==> config.mk <==
export PLATFORM = sky130hd
export DESIGN_NAME = adc_peak_alarm_led_indicator_core
export DESIGN_NICKNAME = d
export VERILOG_FILES = /design/src/rtl/apli_pkg.sv /design/src/rtl/adc_peak_alarm_led_indicator_core.sv
export SDC_FILE = /design/constraint.sdc
export NUM_CORES = 1
export LEC_CHECK = 0
export BUFFER_PORTS_ARGS = -buffer_cell sky130_fd_sc_hd__buf_2
export CAP_MARGIN = 25
export CORE_MARGIN = 2
export CORE_UTILIZATION = 40
export CTS_CLUSTER_DIAMETER = 150
export DETAILED_ROUTE_END_ITERATION = 10
export SYNTH_ARGS = -nofsm -noshare
export SYNTH_HDL_FRONTEND = slang
export SYNTH_SLANG_ARGS = --single-unit
==> constraint.sdc <==
create_clock -name clk -period 9 [get_ports clk]
set_clock_uncertainty 0.15 [all_clocks]
set_input_delay 0.45 -clock clk [delete_from_list [all_inputs] [get_ports clk]]
set_output_delay 0.45 -clock clk [all_outputs]
set_load 0.01 [all_outputs]
==> src/rtl/apli_pkg.sv <==
// Package for the ADC peak alarm / LED indicator core.
// Holds widths, register indexes and reset values; no dependencies.
package apli_pkg;

	localparam int SampleBits = 10;
	localparam int MaxWindow  = 16;
	localparam int CountBits  = $clog2(MaxWindow);
	localparam int WinBits    = 5;
	localparam int DivBits    = 4;
	localparam int TickBits   = 4;
	localparam int CfgIdxBits = 3;
	localparam int CfgDataBits = 10;

	typedef logic [SampleBits-1:0] sample_t;
	typedef logic [CfgIdxBits-1:0] cfg_idx_t;

	localparam cfg_idx_t REG_LOW_LIMIT   = 3'd0;
	localparam cfg_idx_t REG_HIGH_LIMIT  = 3'd1;
	localparam cfg_idx_t REG_ALARM_THR   = 3'd2;
	localparam cfg_idx_t REG_WINDOW_LEN  = 3'd3;
	localparam cfg_idx_t REG_SLOW_DIVIDE = 3'd4;

	localparam sample_t              LOW_LIMIT_RST   = 10'd10;
	localparam sample_t              HIGH_LIMIT_RST  = 10'd1013;
	localparam sample_t              ALARM_THR_RST   = 10'd500;
	localparam logic [WinBits-1:0]   WINDOW_LEN_RST  = 5'd5;
	localparam logic [DivBits-1:0]   SLOW_DIVIDE_RST = 4'd4;

	// request kinds
	localparam logic REQ_SAMPLE = 1'b0;
	localparam logic REQ_TICK   = 1'b1;

endpackage

==> src/rtl/adc_peak_alarm_led_indicator_core.sv <==
// Top level of the ADC peak alarm / LED indicator core.
// Depends on apli_pkg for widths, register indexes and reset values.
//
// Each request is either an ADC sample or an LED tick and yields exactly one
// result. A request is captured in an input register, evaluated combinationally
// against the window/blink state, and the result lands in an output register
// when that register is empty or is being read out; one request
// is taken every cycle as long as the result side keeps up, since all state
// updates (min/max fold, window close, blink counter) fit in that single
// evaluation stage. Configuration writes are taken one per cycle and belong
// between requests: write registers only while no request is in flight.
module adc_peak_alarm_led_indicator_core (
	input  logic                               clk,
	input  logic                               arst_n,
	// configuration
	input  logic                               cfg_valid,
	output logic                               cfg_ready,
	input  logic [apli_pkg::CfgIdxBits-1:0]    cfg_index,
	input  logic [apli_pkg::CfgDataBits-1:0]   cfg_data,
	// requests
	input  logic                               in_valid,
	output logic                               in_ready,
	input  logic                               req_type,
	input  logic [apli_pkg::SampleBits-1:0]    sample_value,
	// results
	output logic                               out_valid,
	input  logic                               out_ready,
	output logic                               led_level,
	output logic                               error_flag,
	output logic                               alarm_flag,
	output logic                               window_done,
	output logic [apli_pkg::SampleBits-1:0]    peak_to_peak
);

	localparam int CB = apli_pkg::CountBits;
	localparam int SB = apli_pkg::SampleBits;
	localparam int TB = apli_pkg::TickBits;

	// configuration registers
	apli_pkg::sample_t                  low_limit_q, high_limit_q, alarm_thr_q;
	logic [apli_pkg::WinBits-1:0]       window_len_q;
	logic [apli_pkg::DivBits-1:0]       slow_divide_q;

	// input stage
	logic                    valid_s1;
	logic                    req_type_s1;
	apli_pkg::sample_t       sample_s1;

	// block state
	logic [CB-1:0]           sample_count_q;
	apli_pkg::sample_t       win_min_q, win_max_q;
	logic                    error_q, alarm_q, phase_q, pin_q;
	logic [TB-1:0]           ticks_q;

	// result register
	logic                    out_valid_q;
	logic                    led_q, err_out_q, alarm_out_q, done_q;
	apli_pkg::sample_t       p2p_q;

	logic adv;

	assign cfg_ready = 1'b1;
	assign adv       = valid_s1 && (!out_valid_q || out_ready);
	assign in_ready  = !valid_s1 || adv;

	always_ff @(posedge clk or negedge arst_n) begin
		if (!arst_n) begin
			low_limit_q   <= apli_pkg::LOW_LIMIT_RST;
			high_limit_q  <= apli_pkg::HIGH_LIMIT_RST;
			alarm_thr_q   <= apli_pkg::ALARM_THR_RST;
			window_len_q  <= apli_pkg::WINDOW_LEN_RST;
			slow_divide_q <= apli_pkg::SLOW_DIVIDE_RST;
		end else if (cfg_valid && cfg_ready) begin
			case (cfg_index)
				apli_pkg::REG_LOW_LIMIT:   low_limit_q   <= cfg_data[SB-1:0];
				apli_pkg::REG_HIGH_LIMIT:  high_limit_q  <= cfg_data[SB-1:0];
				apli_pkg::REG_ALARM_THR:   alarm_thr_q   <= cfg_data[SB-1:0];
				apli_pkg::REG_WINDOW_LEN:  window_len_q  <= cfg_data[apli_pkg::WinBits-1:0];
				apli_pkg::REG_SLOW_DIVIDE: slow_divide_q <= cfg_data[apli_pkg::DivBits-1:0];
				default: ;
			endcase
		end
	end

	// ---------------- evaluation ----------------
	logic [CB:0]        eff_win, seen;
	logic               in_range_err, closes;
	apli_pkg::sample_t  min_nx, max_nx, p2p_nx;
	logic [TB-1:0]      ticks_inc;
	logic               slow_wrap;

	logic [CB-1:0]      count_d;
	apli_pkg::sample_t  min_d, max_d, p2p_d;
	logic               error_d, alarm_d, phase_d, pin_d, done_d;
	logic [TB-1:0]      ticks_d;

	always_comb begin
		// effective window: 0 acts as 1, clamp at MaxWindow
		if (window_len_q == '0)
			eff_win = (CB+1)'(1);
		else if ({1'b0, window_len_q} > (apli_pkg::WinBits+1)'(apli_pkg::MaxWindow))
			eff_win = (CB+1)'(apli_pkg::MaxWindow);
		else
			eff_win = (CB+1)'(window_len_q);

		in_range_err = (sample_s1 < low_limit_q) || (sample_s1 > high_limit_q);
		if (sample_count_q == '0) begin
			min_nx = sample_s1;
			max_nx = sample_s1;
		end else begin
			min_nx = (sample_s1 < win_min_q) ? sample_s1 : win_min_q;
			max_nx = (sample_s1 > win_max_q) ? sample_s1 : win_max_q;
		end
		seen   = {1'b0, sample_count_q} + (CB+1)'(1);
		closes = seen >= eff_win;
		p2p_nx = max_nx - min_nx;

		ticks_inc = ticks_q + TB'(1);
		slow_wrap = ({1'b0, ticks_inc} >= (TB+1)'(slow_divide_q)) || (ticks_inc == '0);

		count_d = sample_count_q;
		min_d   = win_min_q;
		max_d   = win_max_q;
		error_d = error_q;
		alarm_d = alarm_q;
		phase_d = phase_q;
		pin_d   = pin_q;
		ticks_d = ticks_q;
		done_d  = 1'b0;
		p2p_d   = '0;

		if (req_type_s1 == apli_pkg::REQ_SAMPLE) begin
			error_d = in_range_err;
			min_d   = min_nx;
			max_d   = max_nx;
			if (closes) begin
				p2p_d   = p2p_nx;
				alarm_d = p2p_nx > alarm_thr_q;
				done_d  = 1'b1;
				count_d = '0;
			end else begin
				count_d = seen[CB-1:0];
			end
		end else begin
			if (error_q) begin
				phase_d = !phase_q;
				pin_d   = !phase_q;
			end else if (alarm_q) begin
				if (slow_wrap) begin
					phase_d = !phase_q;
					pin_d   = !phase_q;
					ticks_d = '0;
				end else begin
					ticks_d = ticks_inc;
				end
			end else begin
				pin_d = 1'b0;
			end
		end
	end

	always_ff @(posedge clk or negedge arst_n) begin
		if (!arst_n) begin
			valid_s1       <= 1'b0;
			out_valid_q    <= 1'b0;
			sample_count_q <= '0;
			win_min_q      <= '0;
			win_max_q      <= '0;
			error_q        <= 1'b0;
			alarm_q        <= 1'b0;
			phase_q        <= 1'b0;
			pin_q          <= 1'b0;
			ticks_q        <= '0;
		end else begin
			if (in_valid && in_ready)
				valid_s1 <= 1'b1;
			else if (adv)
				valid_s1 <= 1'b0;

			if (adv)
				out_valid_q <= 1'b1;
			else if (out_ready)
				out_valid_q <= 1'b0;

			if (adv) begin
				sample_count_q <= count_d;
				win_min_q      <= min_d;
				win_max_q      <= max_d;
				error_q        <= error_d;
				alarm_q        <= alarm_d;
				phase_q        <= phase_d;
				pin_q          <= pin_d;
				ticks_q        <= ticks_d;
			end
		end
	end

	// payload registers
	always_ff @(posedge clk) begin
		if (in_valid && in_ready) begin
			req_type_s1 <= req_type;
			sample_s1   <= sample_value;
		end
		if (adv) begin
			led_q       <= pin_d;
			err_out_q   <= error_d;
			alarm_out_q <= alarm_d;
			done_q      <= done_d;
			p2p_q       <= p2p_d;
		end
	end

	assign out_valid    = out_valid_q;
	assign led_level    = led_q;
	assign error_flag   = err_out_q;
	assign alarm_flag   = alarm_out_q;
	assign window_done  = done_q;
	assign peak_to_peak = p2p_q;

	// ---------------- assertions ----------------
	a_tick_no_window: assert property (@(posedge clk) disable iff (!arst_n)
		adv && req_type_s1 == apli_pkg::REQ_TICK |=> out_valid && !window_done
			&& peak_to_peak == '0)
		else $error("tick request produced window data");

	a_off_mode_low: assert property (@(posedge clk) disable iff (!arst_n)
		adv && req_type_s1 == apli_pkg::REQ_TICK && !error_q && !alarm_q |=> !led_level)
		else $error("led not driven low with no flags set");

	a_done_restarts: assert property (@(posedge clk) disable iff (!arst_n)
		out_valid && window_done |-> sample_count_q == '0)
		else $error("window closed but sample count not cleared");

	a_flags_track: assert property (@(posedge clk) disable iff (!arst_n)
		adv |=> error_flag == error_q && alarm_flag == alarm_q && led_level == pin_q)
		else $error("result flags differ from block state");

endmodule
==> results.sh, run 1 <==
export IMPL_root_buffer="clkbuf_16"
export IMPL_tightest_slew_ns=0.874
export IMPL_min_period_ns=5.55
export IMPL_drc_errors=0
export IMPL_fin_cells=835
export IMPL_cts_clk_slew_worst_paths_ns=0.07
export IMPL_yosys_cell_types_count=60
export IMPL_clk_latency_ns=0.36
export IMPL_dpl_cell_area_um2=6280
export IMPL_ant_nets=0
export IMPL_reg2reg_slack_ns=3.46
export IMPL_grt_start_max_net_pins=74
export IMPL_final_max_slew_violation_count=0
export IMPL_wirelength_mm=13.5
export IMPL_path_class="register to register"
export IMPL_dr_pass1_iters=5
export IMPL_end_kind="register"
export IMPL_power_density_nw_per_um2=360
export IMPL_internal_power_mw=1.36
export IMPL_cp_slowest_cell="or2_1"
export IMPL_antenna_found_initial=0
export IMPL_setup_viol=0
export IMPL_cts_path_max_buffers=2
export IMPL_die_area_um2=15600
export IMPL_max_freq_mhz=180
export IMPL_start_kind="register"
export IMPL_design_area_um2=6610
export IMPL_syn_to_final_growth_pct=13.2
export IMPL_clkPwrFrac_pct=15.8
export IMPL_crit_top_cell="a21o_1"
export IMPL_layout_cells_most_common_list="90 x nand2_1, 70 x o21ai_0, 69 x ha_1, 64 x inv_1, 54 x dfrtp_1"
export IMPL_relSlewSlack_pct=41.5
export IMPL_status="complete, no violations"
export IMPL_grt_overflow_total=0
export IMPL_cp_data_required_time_ns=8.95
export IMPL_regToRegEndpoint="alarm_flag$_DFFE_PP_"
export IMPL_async_flop_share_pct=74.5
export IMPL_ioPinCount=46
export IMPL_grt_pass1_wl_mm=22.5
export IMPL_period_share_pct=61.6
export IMPL_fp_dieW_um=125
export IMPL_drive_above_1_share_pct=17.2
export IMPL_mappedNetlistArea_um2=5840
export IMPL_seq_area_frac_synth_pct=44.6
export IMPL_fp_dieH_um=125
export IMPL_start_util_pct=40.6
export IMPL_r2r_cells=20
export IMPL_grt_pass1_vias=4313
export IMPL_synth_flop_cell="dfrtp_1"
export IMPL_hold_viol=0
export IMPL_synth_nets=696
export IMPL_cts_tree="yes"
export IMPL_cts_htree_levels=3
export IMPL_synth_edf_count=25
export IMPL_placed_cells=816
export IMPL_p_sw_share_pct=42.9
export IMPL_worstPathCellList="ha_1 -> nand4_1 -> o21bai_1 -> a311oi_2 -> or2_1 -> o21ai_0 -> ha_1 -> a21o_1 -> a21o_1 -> a21o_1 -> a21o_1 -> a31oi_1 -> xnor2_1 -> ha_1 -> a21o_1 -> a21o_1 -> a21oi_1 -> o21ai_0 -> o311ai_0 -> nand2_1"
export IMPL_pwr_share_seq_pct=28.5
export IMPL_slowest_delay_ns=0.60
export IMPL_n_antenna_cell=0
export IMPL_syn_area_per_cell_um2=9.78
export IMPL_gp_congestion=0.894
export IMPL_post_cts_resized=0
export IMPL_synthCells=597
export IMPL_nFillCells=1372
export IMPL_post_dp_hpwl_mm=10.2
export IMPL_drtIter0Drc=225
export IMPL_final_common_cell="nand2_1"
export IMPL_power_total_mw=2.38
export IMPL_routedWlPerCell_um=16.1
export IMPL_clock_sinks=98
export IMPL_hp_start="sample_value[8]"
export IMPL_hold_path_end="sample_s1[8]$_DFFE_PP_"
export IMPL_grt_usage_pct=18.5
export IMPL_r2r_start="sample_s1[3]$_DFFE_PP_"
export IMPL_coreArea_um2=14400
export IMPL_vias=4292
export IMPL_numCtsBuffers=9
export IMPL_hold_depth=1
export IMPL_peakVddDrop_v=0.000181
export IMPL_worst_path_buf_inv=0
export IMPL_nets=745
export IMPL_switching_power_mw=1.02
export IMPL_worstPathMaxFanout=18
export IMPL_fin_tns_setup_ns=0
export IMPL_synth_seq_cells=98
export IMPL_leakage_nw=3.11
export IMPL_min_path_type="primary input to register"
export IMPL_io_buffers=44
export IMPL_arrival_ns=5.49
export IMPL_hold_slack_ns=0.116
export IMPL_yosys_warnings=0
export IMPL_cap_violations=0
export IMPL_pwr_share_comb_pct=55.8
export IMPL_core_rowCount=44
export IMPL_rsz0062_at_grt="false"
export IMPL_vias_per_cell=5.14
export IMPL_crit_family="compound AO/OA/AOI/OAI gates"
-- worst max path at each step --
stage / depth (start not counted) / slack (ns) / from / endpoint
floorplan: 23 / 4.04 / sample_s1[3]$_DFFE_PP_ / alarm_flag$_DFFE_PP_
global placement: 20 / 3.61 / sample_s1[3]$_DFFE_PP_ / alarm_flag$_DFFE_PP_
detailed placement: 20 / 3.47 / sample_s1[3]$_DFFE_PP_ / alarm_flag$_DFFE_PP_
CTS: 20 / 3.48 / sample_s1[3]$_DFFE_PP_ / alarm_flag$_DFFE_PP_
global route: 20 / 2.97 / sample_s1[3]$_DFFE_PP_ / alarm_flag$_DFFE_PP_
finish: 20 / 3.46 / sample_s1[3]$_DFFE_PP_ / alarm_flag$_DFFE_PP_
-- through the flow --
stage                     util, %  worst slack [ns]
after global placement       43.7              3.61
after global routing         46.0              2.97
after CTS                    45.7              3.48
after detailed placement     43.7              3.47
after floorplan                 -              4.04
final                        46.0              3.46
-- logic make-up after synthesis --
group                    synth area share, %
multiplexers                            2.46
other                                 0.0642
AO/OA/AOI/OAI                           16.4
adder cells (fa/ha/maj)                 15.1
XOR/XNOR                                2.40
AND/OR/NAND/NOR                         13.7
buffers and inverters                   5.27
flip-flops                              44.6
-- synthesized netlist by cell type (2+ instances only) --
library cell	n	share of area, %
a21oi_1	20	1.7
a21o_1	21	2.7
dfrtp_1	54	23
clkbuf_1	11	0.71
ha_1	69	15
mux2i_1	2	0.34
a211oi_1	3	0.39
edfxtp_1	25	13
nor2b_1	4	0.43
nor4bb_1	2	0.34
dfstp_2	19	8.6
xnor2_1	7	1.1
o21ai_0	70	6.0
nor3_1	6	0.51
nand4_1	5	0.54
and3_1	7	0.75
inv_2	2	0.13
nor2_1	23	1.5
o211ai_1	2	0.26
nand3_1	6	0.51
and2_1	8	0.86
o31ai_1	3	0.39
xor2_1	9	1.4
nand2b_1	9	0.96
a31oi_1	5	0.54
inv_1	64	4.1
o21a_1	4	0.51
mux2_2	11	2.1
o21ai_2	2	0.30
nand2_1	90	5.8
o21ai_1	5	0.43
-- cell type report --
type	count	area, um^2	area share, %
multi-input cells	420	2950	44.7
clock buffers	10	239	3.62
repair buffers	51	293	4.43
clock inverters	6	46.3	0.701
well taps	184	230	3.48
inverters	66	248	3.75
flip-flops and latches	98	2600	39.4
-- metal layers --
metal / up-vias / GRT usage (%) / routed length, um
met5: - / 0 / 0
met4: 0 / 6.93 / 345
met3: 24 / 3.65 / 683
met2: 83 / 29.3 / 6150
met1: 2018 / 25.2 / 6280
li1: 2167 / - / -
-- state kept, by name (all words and copies together) (netlist names), 5 cells and up --
signal        flops
win_max_q        10
high_limit_q     10
sample_s1        10
win_min_q        10
window_len_q      5
peak_to_peak     10
low_limit_q      10
alarm_thr_q      10
-- repair_timing --
action                                 in CTS  in global routing
buffers inserted                            0                  0
endpoints found under the hold margin       0                  8
hold buffers                                0                  1
-- power by group through the flow --
stage	clock network, mW	logic [mW]	registers (mW)
finish	0.375	1.32	0.677
global route	0.403	1.52	0.693
CTS	0.388	1.33	0.677
detailed placement	0	1.32	0.684
global placement	0	1.28	0.682
floorplan	0	1.01	0.673
Note: power is estimated with default switching activity, not from simulation.
==> inputs of run 2 (changes only) <==
- clock period: 9 -> 5.16 ns (I/O delays scaled with it)
==> results.sh, run 2 (synthesis results as in run 1) <==
export IMPL_status="complete, no violations"
export IMPL_r2r_start="sample_s1[7]$_DFFE_PP_"
export IMPL_hold_depth=3
export IMPL_clock_sinks=98
export IMPL_max_freq_mhz=206
export IMPL_end_kind="register"
export IMPL_final_common_cell="nand2_1"
export IMPL_crit_top_cell="ha_1"
export IMPL_power_density_nw_per_um2=627
export IMPL_syn_to_final_growth_pct=18.8
export IMPL_nFillCells=1337
export IMPL_regToRegEndpoint="alarm_flag$_DFFE_PP_"
export IMPL_hold_viol=0
export IMPL_relSlewSlack_pct=45.5
export IMPL_grt_overflow_total=0
export IMPL_crit_family="compound AO/OA/AOI/OAI gates"
export IMPL_die_area_um2=15600
export IMPL_routedWlPerCell_um=15.8
export IMPL_arrival_ns=4.79
export IMPL_min_path_type="primary input to register"
export IMPL_cts_path_max_buffers=2
export IMPL_layout_cells_most_common_list="90 x nand2_1, 69 x ha_1, 68 x o21ai_0, 64 x inv_1, 53 x dfrtp_1"
export IMPL_cp_slowest_cell="edfxtp_1"
export IMPL_grt_start_max_net_pins=74
export IMPL_hold_path_end="alarm_thr_q[5]$_DFFE_PN1P_"
export IMPL_dr_pass1_iters=4
export IMPL_drtIter0Drc=217
export IMPL_clk_latency_ns=0.35
export IMPL_fp_dieH_um=125
export IMPL_gp_congestion=0.885
export IMPL_setup_viol=0
export IMPL_coreArea_um2=14400
export IMPL_tightest_slew_ns=0.815
export IMPL_r2r_cells=22
export IMPL_nets=780
export IMPL_worstPathCellList="buf_4 -> ha_1 -> nand4_1 -> nor3_2 -> a311oi_2 -> buf_4 -> nor2_4 -> mux2i_2 -> ha_1 -> inv_2 -> fa_1 -> a31oi_1 -> nand2_1 -> o31ai_4 -> o21ai_2 -> xor2_1 -> ha_1 -> a21o_1 -> a21oi_1 -> o21ai_0 -> o311ai_1 -> nand2_1"
export IMPL_leakage_nw=3.26
export IMPL_peakVddDrop_v=0.000305
export IMPL_vias=4428
export IMPL_wirelength_mm=13.8
export IMPL_worst_path_buf_inv=3
export IMPL_cts_clk_slew_worst_paths_ns=0.07
export IMPL_path_class="register to register"
export IMPL_drc_errors=0
export IMPL_cts_htree_levels=3
export IMPL_ant_nets=0
export IMPL_cts_tree="yes"
export IMPL_core_rowCount=44
export IMPL_n_antenna_cell=0
export IMPL_worstPathMaxFanout=7
export IMPL_min_period_ns=4.85
export IMPL_reg2reg_slack_ns=0.31
export IMPL_multi_input_area_um2=2970
export IMPL_antenna_found_initial=0
export IMPL_final_max_slew_violation_count=0
export IMPL_fin_tns_setup_ns=0
export IMPL_numCtsBuffers=9
export IMPL_ioPinCount=46
export IMPL_vias_per_cell=5.09
export IMPL_grt_usage_pct=18.7
export IMPL_period_share_pct=94.0
export IMPL_utilization_pct=48.3
export IMPL_start_util_pct=40.6
export IMPL_cp_data_required_time_ns=5.10
export IMPL_drive_above_1_share_pct=20.4
export IMPL_slowest_delay_ns=0.43
export IMPL_grt_pass1_wl_mm=22.9
export IMPL_root_buffer="clkbuf_16"
export IMPL_post_dp_hpwl_mm=10.6
export IMPL_hp_start="cfg_data[5]"
export IMPL_fp_dieW_um=125
export IMPL_start_kind="register"
export IMPL_io_buffers=44
export IMPL_cap_violations=0
export IMPL_grt_pass1_vias=4420
export IMPL_final_seq_area_um2=2600
[run 2: cell type report]
cell class | count | area share, %
Sequential cell | 98 | 37.5
Timing Repair Buffer | 86 | 8.48
Tap cell | 184 | 3.32
Inverter | 66 | 3.57
Clock inverter | 4 | 0.487
Multi-Input combinational cell | 420 | 42.9
Clock buffer | 12 | 3.72
[run 2: per-stage QoR]
stage | setup WS (ns) | total power, mW | instances | hold slack [ns] | instance area [um^2]
global route | -0.0136 | 4.79 | 870 | 0.0265 | 6930
floorplan | 0.201 | 2.94 | 597 | -0.188 | 5840
detailed placement | 0.119 | 3.60 | 826 | 0.286 | 6350
finish | 0.308 | 4.35 | 870 | 0.0153 | 6930
CTS | 0.110 | 4.28 | 855 | 0.00150 | 6770
global placement | 0.207 | 3.51 | 826 | 0.285 | 6350
[run 2: power by group]
group / internal, mW / switching (mW) / leakage [nW]
combinational: 1.08 / 1.43 / 2.01
clock: 0.360 / 0.302 / 0.139
sequential: 1.05 / 0.123 / 1.11
[run 2: what timing repair did]
action | CTS | global route
buffers inserted | 0 | 12
hold buffers | 13 | 1
gates resized for setup | 0 | 12
hold endpoints to repair | 13 | 11
endpoints found under the setup margin | 0 | 2
[run 2: how the worst max path moves through the flow]
stage / cells after the start / startpoint / endpoint / slack [ns]
floorplan: 23 / sample_s1[3]$_DFFE_PP_ / alarm_flag$_DFFE_PP_ / 0.20
finish: 22 / sample_s1[7]$_DFFE_PP_ / alarm_flag$_DFFE_PP_ / 0.31
CTS: 18 / sample_s1[9]$_DFFE_PP_ / alarm_flag$_DFFE_PP_ / 0.11
global route: 20 / sample_s1[7]$_DFFE_PP_ / alarm_flag$_DFFE_PP_ / -0.01
detailed placement: 20 / sample_s1[9]$_DFFE_PP_ / alarm_flag$_DFFE_PP_ / 0.12
global placement: 20 / sample_s1[9]$_DFFE_PP_ / alarm_flag$_DFFE_PP_ / 0.21
[run 2: routing by layer]
layer / part of all wire [%] / routed length, um / GRT usage [%] / vias to the layer above
met4: 0.56 / 77 / 3.73 / 0
met5: 0 / 0 / 0 / -
met1: 47 / 6520 / 25.6 / 2117
met3: 3.6 / 492 / 4.34 / 6
met2: 49 / 6700 / 30.4 / 65
li1: - / - / - / 2240
[run 2: worst register-to-register path, delay by kind of cell, from the launching register on]
kind                     cells  cell delay, ns
buffers and inverters        3            0.40
AO/OA/AOI/OAI                8            1.18
flip-flops                   1            0.43
XOR/XNOR                     1            0.19
AND/OR/NAND/NOR              5            0.80
adder cells (fa/ha/maj)      4            1.17
multiplexers                 1            0.28
